[src/hw/rtl/hesc_pkg.sv]
// ---------------------------------------------------------------------------
// hesc_pkg: shared constants for the hostname / email syntax checker
// Character codes, length limits and configuration register indexes.
// ---------------------------------------------------------------------------
package hesc_pkg;

    // character codes
    localparam logic [7:0] ChDash  = 8'h2D;
    localparam logic [7:0] ChDot   = 8'h2E;
    localparam logic [7:0] ChLt    = 8'h3C;
    localparam logic [7:0] ChAt    = 8'h40;
    localparam logic [7:0] ChUpA   = 8'h41;
    localparam logic [7:0] ChUpZ   = 8'h5A;
    localparam logic [7:0] ChLoA   = 8'h61;
    localparam logic [7:0] ChLoZ   = 8'h7A;
    localparam logic [7:0] Ch0     = 8'h30;
    localparam logic [7:0] Ch9     = 8'h39;

    // length limits and saturation points
    localparam logic [7:0] HostMaxLen  = 8'd253;
    localparam logic [6:0] LabelMaxLen = 7'd63;
    localparam logic [6:0] LocalMaxLen = 7'd64;
    localparam logic [7:0] DomainSat   = 8'd255;
    localparam logic [6:0] CountSat    = 7'd127;

    // configuration register index (word address bit)
    localparam logic RegCheckMode = 1'b0;

    // check modes
    localparam logic ModeHost  = 1'b0;
    localparam logic ModeEmail = 1'b1;

endpackage

[src/hw/rtl/hostname_email_syntax_checker_top.sv]
// ---------------------------------------------------------------------------
// hostname_email_syntax_checker_top: per-byte hostname / email syntax check
// Takes one byte of a string per request, keeps label and length state, and
// returns one pass/fail result per string at the request that ends it.
// ---------------------------------------------------------------------------
//
//  channel | dir | handshake          | payload
//  --------+-----+--------------------+--------------------------------------
//  s_      | in  | s_tvalid/s_tready  | tdata=ch, tuser=has_char, tlast=last_byte
//  m_      | out | m_tvalid/m_tready  | tdata[0]=valid_res
//  apb     | in  | psel/penable/pready| reg 0 @ 0x0: check_mode
//
// One byte per clock while no result is stalled; a string's result appears in the
// cycle after its closing request is accepted, from the combinational state
// update between the input handshake and the result register.
// Reset: aresetn low clears all string state, check_mode and the result
// register. Stalls: s_tready drops only while a result waits and m_tready is
// low; bytes keep flowing while no result is pending.

module hostname_email_syntax_checker_top (
    input  logic       aclk,
    input  logic       aresetn,
    // input requests
    input  logic       s_tvalid,
    output logic       s_tready,
    input  logic [7:0] s_tdata,   // [7:0] ch
    input  logic       s_tuser,   // [0] has_char
    input  logic       s_tlast,   // last_byte
    // results
    output logic       m_tvalid,
    input  logic       m_tready,
    output logic [7:0] m_tdata,   // [0] valid_res, [7:1] zero
    // configuration
    input  logic       psel,
    input  logic       penable,
    input  logic       pwrite,
    input  logic [2:0] paddr,
    input  logic [31:0] pwdata,
    output logic [31:0] prdata,
    output logic       pready
);

    // configuration
    logic check_mode_reg;

    // per-string state
    logic       in_domain_reg,        in_domain_next;
    logic [7:0] domain_count_reg,     domain_count_next;
    logic [6:0] local_count_reg,      local_count_next;
    logic [6:0] label_len_reg,        label_len_next;
    logic       label_first_dash_reg, label_first_dash_next;
    logic       prev_dash_reg,        prev_dash_next;
    logic       prev_dot_reg,         prev_dot_next;
    logic       failed_reg,           failed_next;

    // result register
    logic m_tvalid_reg;
    logic valid_res_reg, valid_res_next;

    logic s_accept;
    logic cfg_write;

    // accept while the result slot is empty or is being drained
    assign s_tready = !m_tvalid_reg || m_tready;
    assign s_accept = s_tvalid && s_tready;

    assign pready    = 1'b1;
    assign cfg_write = psel && penable && pwrite && pready;
    assign prdata    = (paddr[2] == hesc_pkg::RegCheckMode) ? {31'd0, check_mode_reg} : 32'd0;

    assign m_tvalid = m_tvalid_reg;
    assign m_tdata  = {7'd0, valid_res_reg};

    // next-state for one request
    always_comb begin
        logic [7:0] c;
        logic       is_alpha;
        logic       is_digit;
        logic       is_dash;
        logic       lbl_bad;
        logic       end_bad;
        logic       ok;

        c        = s_tdata;
        is_alpha = ((c >= hesc_pkg::ChUpA) && (c <= hesc_pkg::ChUpZ)) ||
                   ((c >= hesc_pkg::ChLoA) && (c <= hesc_pkg::ChLoZ));
        is_digit = (c >= hesc_pkg::Ch0) && (c <= hesc_pkg::Ch9);
        is_dash  = (c == hesc_pkg::ChDash);
        lbl_bad  = (label_len_reg == 7'd0) || (label_len_reg > hesc_pkg::LabelMaxLen) ||
                   label_first_dash_reg || prev_dash_reg;

        in_domain_next        = in_domain_reg;
        domain_count_next     = domain_count_reg;
        local_count_next      = local_count_reg;
        label_len_next        = label_len_reg;
        label_first_dash_next = label_first_dash_reg;
        prev_dash_next        = prev_dash_reg;
        prev_dot_next         = prev_dot_reg;
        failed_next           = failed_reg;

        if (s_tuser) begin
            if ((check_mode_reg == hesc_pkg::ModeEmail) && !in_domain_reg) begin
                // local part: count bytes, switch on the first '@'
                if (c == hesc_pkg::ChLt) begin
                    failed_next = 1'b1;
                end
                if (c == hesc_pkg::ChAt) begin
                    in_domain_next = 1'b1;
                    if ((local_count_reg == 7'd0) ||
                        (local_count_reg > hesc_pkg::LocalMaxLen)) begin
                        failed_next = 1'b1;
                    end
                end else if (local_count_reg < hesc_pkg::CountSat) begin
                    local_count_next = local_count_reg + 7'd1;
                end
            end else begin
                // hostname byte ('<' and '@' fall out as invalid characters)
                if (domain_count_reg < hesc_pkg::DomainSat) begin
                    domain_count_next = domain_count_reg + 8'd1;
                end
                if (c == hesc_pkg::ChDot) begin
                    if (lbl_bad) begin
                        failed_next = 1'b1;
                    end
                    label_len_next        = 7'd0;
                    label_first_dash_next = 1'b0;
                    prev_dash_next        = 1'b0;
                    prev_dot_next         = 1'b1;
                end else begin
                    if (!(is_alpha || is_digit || is_dash)) begin
                        failed_next = 1'b1;
                    end
                    if ((label_len_reg == 7'd0) && is_dash) begin
                        label_first_dash_next = 1'b1;
                    end
                    prev_dash_next = is_dash;
                    if (label_len_reg < hesc_pkg::CountSat) begin
                        label_len_next = label_len_reg + 7'd1;
                    end
                    prev_dot_next = 1'b0;
                end
            end
        end

        // end-of-string verdict on the updated state
        end_bad = (label_len_next == 7'd0) || (label_len_next > hesc_pkg::LabelMaxLen) ||
                  label_first_dash_next || prev_dash_next;
        ok = !failed_next && (domain_count_next <= hesc_pkg::HostMaxLen);
        if ((check_mode_reg == hesc_pkg::ModeEmail) && !in_domain_next) begin
            ok = 1'b0;
        end
        if (!prev_dot_next && end_bad) begin
            ok = 1'b0;
        end
        valid_res_next = ok;
    end

    always_ff @(posedge aclk) begin
        if (!aresetn) begin
            check_mode_reg       <= hesc_pkg::ModeHost;
            in_domain_reg        <= 1'b0;
            domain_count_reg     <= 8'd0;
            local_count_reg      <= 7'd0;
            label_len_reg        <= 7'd0;
            label_first_dash_reg <= 1'b0;
            prev_dash_reg        <= 1'b0;
            prev_dot_reg         <= 1'b0;
            failed_reg           <= 1'b0;
            m_tvalid_reg         <= 1'b0;
            valid_res_reg        <= 1'b0;
        end else begin
            if (cfg_write && (paddr[2] == hesc_pkg::RegCheckMode)) begin
                check_mode_reg <= pwdata[0];
            end

            // hold a new result, else drop one once taken
            if (s_accept && s_tlast) begin
                m_tvalid_reg <= 1'b1;
            end else if (m_tvalid_reg && m_tready) begin
                m_tvalid_reg <= 1'b0;
            end

            if (s_accept) begin
                if (s_tlast) begin
                    // close the string: load the verdict, clear for the next one
                    valid_res_reg        <= valid_res_next;
                    in_domain_reg        <= 1'b0;
                    domain_count_reg     <= 8'd0;
                    local_count_reg      <= 7'd0;
                    label_len_reg        <= 7'd0;
                    label_first_dash_reg <= 1'b0;
                    prev_dash_reg        <= 1'b0;
                    prev_dot_reg         <= 1'b0;
                    failed_reg           <= 1'b0;
                end else begin
                    // advance string state
                    in_domain_reg        <= in_domain_next;
                    domain_count_reg     <= domain_count_next;
                    local_count_reg      <= local_count_next;
                    label_len_reg        <= label_len_next;
                    label_first_dash_reg <= label_first_dash_next;
                    prev_dash_reg        <= prev_dash_next;
                    prev_dot_reg         <= prev_dot_next;
                    failed_reg           <= failed_next;
                end
            end
        end
    end

    // a closing request always produces a result in the next cycle
    a_last_gives_result: assert property (@(posedge aclk) disable iff (!aresetn)
        (s_accept && s_tlast) |=> m_tvalid)
        else $error("closing request produced no result");

    // a non-closing request never creates a result out of nothing
    a_no_spurious_result: assert property (@(posedge aclk) disable iff (!aresetn)
        (s_accept && !s_tlast && !m_tvalid) |=> !m_tvalid)
        else $error("result appeared without a closing request");

    // string state is cleared after a closing request
    a_state_cleared: assert property (@(posedge aclk) disable iff (!aresetn)
        (s_accept && s_tlast) |=> (domain_count_reg == 8'd0 && local_count_reg == 7'd0 &&
                                   label_len_reg == 7'd0 && !failed_reg && !in_domain_reg))
        else $error("string state not cleared after result");

    // no request taken while a pending result is stalled
    a_stall_blocks_input: assert property (@(posedge aclk) disable iff (!aresetn)
        (m_tvalid && !m_tready) |-> !s_accept)
        else $error("request accepted over a stalled result");

endmodule

[config.mk]
export PLATFORM = sky130hd
export DESIGN_NAME = hostname_email_syntax_checker_top
export DESIGN_NICKNAME = d
export VERILOG_FILES = /design/src/hw/rtl/hesc_pkg.sv /design/src/hw/rtl/hostname_email_syntax_checker_top.sv
export SDC_FILE = /design/constraint.sdc
export NUM_CORES = 1
export LEC_CHECK = 0
export ABC_AREA = 1
export BUFFER_PORTS_ARGS = -buffer_cell sky130_fd_sc_hd__buf_4
export CORE_MARGIN = 5
export CORE_UTILIZATION = 35
export CTS_BUF_LIST = sky130_fd_sc_hd__clkbuf_4
export CTS_CLUSTER_DIAMETER = 120
export DETAILED_ROUTE_END_ITERATION = 10
export GPL_TIMING_DRIVEN = 0
export PLACE_DENSITY_LB_ADDON = 0.12
export RECOVER_POWER = 25
export SKIP_CTS_REPAIR_TIMING = 1
export SYNTH_ARGS = -nofsm -noshare
export SYNTH_HDL_FRONTEND = slang
export SYNTH_SLANG_ARGS = --single-unit
[constraint.sdc]
create_clock -name aclk -period 2.1 [get_ports aclk]
set_input_delay 0.105 -clock aclk [delete_from_list [all_inputs] [get_ports aclk]]
set_output_delay 0.105 -clock aclk [all_outputs]
set_load 0.1 [all_outputs]
==> flow_metrics.env <==
export IMPL_hold_worst_slack_ns=-0.00153
export IMPL_cp_num_buf_inv=0
export IMPL_post_synth_instance_area_um2=2430
export IMPL_final_common_cell="sky130_fd_sc_hd__nand2_1"
export IMPL_power_per_cell_area_nw_per_um2=511
export IMPL_worstSetupPathType="flop to flop"
export IMPL_reg2reg_depth=12
export IMPL_pwr_share_clk_pct=23.3
export IMPL_wirelength_um=5760
export IMPL_num_fill_cells=756
export IMPL_critical_path_required_ns=2.33
export IMPL_cts_root_to_sink_buffers=2
export IMPL_largest_net_degree_at_the_start_of_global_routing=11
export IMPL_worst_path_dominant_cell_family="simple AND/OR/NAND/NOR gates"
export IMPL_die_area_um2=8720
export IMPL_area_growth_synth_to_final_pct=19.1
export IMPL_yosysWarningCount=0
export IMPL_power_share_combinational_pct=37.2
export IMPL_starting_density_of_the_core_pct=35.8
export IMPL_layout_cells_non_filler=550
export IMPL_final_min_clock_period_ns=1.75
export IMPL_num_vias=2397
export IMPL_cts_made_buffers=5
export IMPL_finalClockSkew_ns=0.0167
export IMPL_timing_critical_path_mode_cell="sky130_fd_sc_hd__nand2_1"
export IMPL_clock_fmax_ghz=0.571
export IMPL_critical_path_s_slowest_cell="sky130_fd_sc_hd__dfxtp_1"
export IMPL_grtUsageTotal_pct=13.4
export IMPL_place_port_buffers=22
export IMPL_num_nets_final=510
export IMPL_viasPerCell=4.36
export IMPL_flip_flop_count_of_the_largest_register_all_copies_and_words_added=8
export IMPL_timing_setup_tns_ns=0
export IMPL_cts_sinks=30
export IMPL_pwr_share_seq_pct=39.4
export IMPL_place_detailed_instances=542
export IMPL_n_antenna_cell=0
export IMPL_first_iter_violations=114
export IMPL_post_syn_instances=387
export IMPL_core_area_um2=6790
export IMPL_netSwitchingPower_uw=652
export IMPL_route_detailed_drc=0
export IMPL_place_gp_congestion=0.829
export IMPL_cts_max_level=2
export IMPL_layout_setup_ws_ns=0.347
export IMPL_timing_final_max_slew_violations=0
export IMPL_worstHoldPathType="input pin to flop"
export IMPL_drive_gt1_share_pct=21.1
export IMPL_tcrit_tclk_final_pct=83.5
export IMPL_ys_ff_latch=30
export IMPL_grt_antenna_before_repair=0
export IMPL_layout_cells_most_common_list="sky130_fd_sc_hd__nand2_1, sky130_fd_sc_hd__buf_4, sky130_fd_sc_hd__nor2_1"
export IMPL_total_leakage_power_uw=0.00135
export IMPL_max_slew_margin_rel_pct=22.4
export IMPL_detailedPlace_worstSlack_ns=0.353
export IMPL_drt_first_pass_iters=5
export IMPL_floorplan_die_height_um=93.4
export IMPL_io_pin_count=95
export IMPL_timing_critical_path_arrival_ns=1.98
export IMPL_clk_root_buffer_cell="sky130_fd_sc_hd__clkbuf_4"
export IMPL_post_synth_num_cell_types=36
export IMPL_multi_input_area_um2=1480
export IMPL_grt_first_pass_wirelength_um=9510
export IMPL_synth_avg_cell_area_um2=6.29
export IMPL_worst_pin_slew_ns=1.17
export IMPL_critical_path_startpoint_type="flop"
export IMPL_cellInternalPower_uw=827
export IMPL_final_setup_viol_count=0
export IMPL_endpoint_kind="flop"
export IMPL_vdd_ir_drop_max_mv=0.173
export IMPL_drt_wirelength_per_cell_um=10.5
export IMPL_final_hold_violations=1
export IMPL_power_share_switching_pct=44.1
export IMPL_sequential_cell_area_um2=601
export IMPL_instance_count_on_the_critical_path=12
export IMPL_cts_tree="done"
export IMPL_placementRows=30
export IMPL_cap_violations=0
export IMPL_highest_fanout_seen_on_the_critical_path=5
export IMPL_slowest_delay_ns=0.39
export IMPL_worstHoldPathCells=3
export IMPL_globalRouteOverflowTotal=0
export IMPL_die_w_um=93.4
export IMPL_via_count_of_the_first_global_routing_pass=2110
export IMPL_detailed_place_hpwl_um=4590
export IMPL_final_antenna_net_count=0
export IMPL_cts_clk_pin_slew_worst_paths_ns=0.11
export IMPL_status="finished, violations left"
export IMPL_synth_yosys_seq_area_share_pct=24.7
export IMPL_violations="hold timing"
export IMPL_grt_setup_unrepaired="no"
export IMPL_clock_latency_on_the_worst_skew_pair_ns=0.33
export IMPL_cp_cell_sequence="ha_1 > nand2_1 > nor2_4 > nand2_2 > nand2_2 > o21ai_0 > nand2_1 > nand3_1 > nor2_1 > nor2_1 > nand2_1 > nand2_1"
-- cell usage after synthesis --
cell                       count  area share, %
sky130_fd_sc_hd__buf_2         2           0.41
sky130_fd_sc_hd__nand2_1     100             15
sky130_fd_sc_hd__nand2_2       8            2.1
sky130_fd_sc_hd__inv_1        38            5.9
sky130_fd_sc_hd__buf_6         1           0.46
sky130_fd_sc_hd__nor2_2        5            1.3
sky130_fd_sc_hd__inv_4         1           0.26
sky130_fd_sc_hd__nor3_2        1           0.41
sky130_fd_sc_hd__a311oi_1      1           0.36
sky130_fd_sc_hd__buf_4        40             12
sky130_fd_sc_hd__nand3_4       1           0.72
sky130_fd_sc_hd__o31ai_1       1           0.31
sky130_fd_sc_hd__o21bai_1      1           0.31
sky130_fd_sc_hd__nor2_4        7            3.2
sky130_fd_sc_hd__a31oi_1       1           0.26
sky130_fd_sc_hd__nor4_1        1           0.26
sky130_fd_sc_hd__nand3_1      35            7.2
sky130_fd_sc_hd__a21oi_2       1           0.36
sky130_fd_sc_hd__conb_1        2           0.31
sky130_fd_sc_hd__nor2_1       40            6.2
sky130_fd_sc_hd__o21ai_0       8            1.6
sky130_fd_sc_hd__a21oi_1      28            5.8
sky130_fd_sc_hd__nand4_1       7            1.8
sky130_fd_sc_hd__o211ai_1      1           0.31
sky130_fd_sc_hd__o21ai_1       1           0.21
sky130_fd_sc_hd__o21a_1        1           0.31
sky130_fd_sc_hd__nor3b_1       1           0.31
sky130_fd_sc_hd__clkbuf_1      4           0.62
sky130_fd_sc_hd__xor2_1        1           0.36
sky130_fd_sc_hd__nand3b_1      3           0.93
sky130_fd_sc_hd__nor3_1        5            1.0
sky130_fd_sc_hd__ha_1          5            2.6
sky130_fd_sc_hd__o311a_1       1           0.41
sky130_fd_sc_hd__xnor2_1       2           0.72
sky130_fd_sc_hd__inv_2         2           0.31
sky130_fd_sc_hd__dfxtp_1      30             25
-- metrics by stage --
stage          util, %  total power [µW]  cell area, µm²
2_1_floorplan        -              1080            2570
3_3_place_gp      42.1              1150            2860
3_5_place_dp      42.1              1150            2860
4_1_cts           42.9              1500            2910
5_1_grt           42.6              1560            2900
6_report          42.6              1480            2900
-- routing by layer --
layer  vias to the layer above  track usage [%]  share of wire (%)
met2                        57             22.3                 46
li1                       1297                -                  -
met4                         0             3.66               0.96
met3                         5             3.14                6.7
met5                         -                0                  0
met1                      1038             17.3                 46
-- layout make-up --
type	count	share of cell area, %
Inverter	41	5.40
Clock buffer	6	1.56
Sequential cell	30	20.7
Tap cell	96	4.15
Timing Repair Buffer	22	5.31
Multi-Input combinational cell	306	50.9
Clock inverter	2	0.302
Buffer	47	11.6
-- power by group through the flow --
stage | clock (µW) | combinational [µW] | sequential (µW)
floorplan | 0 | 474 | 603
global placement | 0 | 551 | 596
detailed placement | 0 | 551 | 597
CTS | 364 | 553 | 583
global route | 391 | 583 | 585
finish | 345 | 551 | 583
-- path summary, 6_finish.rpt --
check | slack (ns) | from | end
setup / recovery | 0.35 | domain_count_reg[1] | valid_res_reg
hold / removal | -0.002 | aresetn | m_tvalid
setup reg to reg | 0.35 | domain_count_reg[1] | valid_res_reg
hold reg to reg | 0.46 | valid_res_reg | valid_res_reg
-- worst reg2reg max path: cells and delay by family (launching register included) --
kind	cells	cell delay (ns)
and+or+nand+nor	10	0.97
DFF	1	0.39
adders and majority gates	1	0.21
AOI/OAI and AO/OA	1	0.08
-- logic make-up after synthesis --
family          Yosys count  share of synthesized area [%]
fa+ha+maj                 5                           2.57
flops                    30                           24.7
compound gates           45                           10.2
simple gates            214                           40.8
buf+inv                  88                           20.3
other cells               2                          0.309
xor+xnor                  3                           1.08
(Power assumes the default switching activity.)
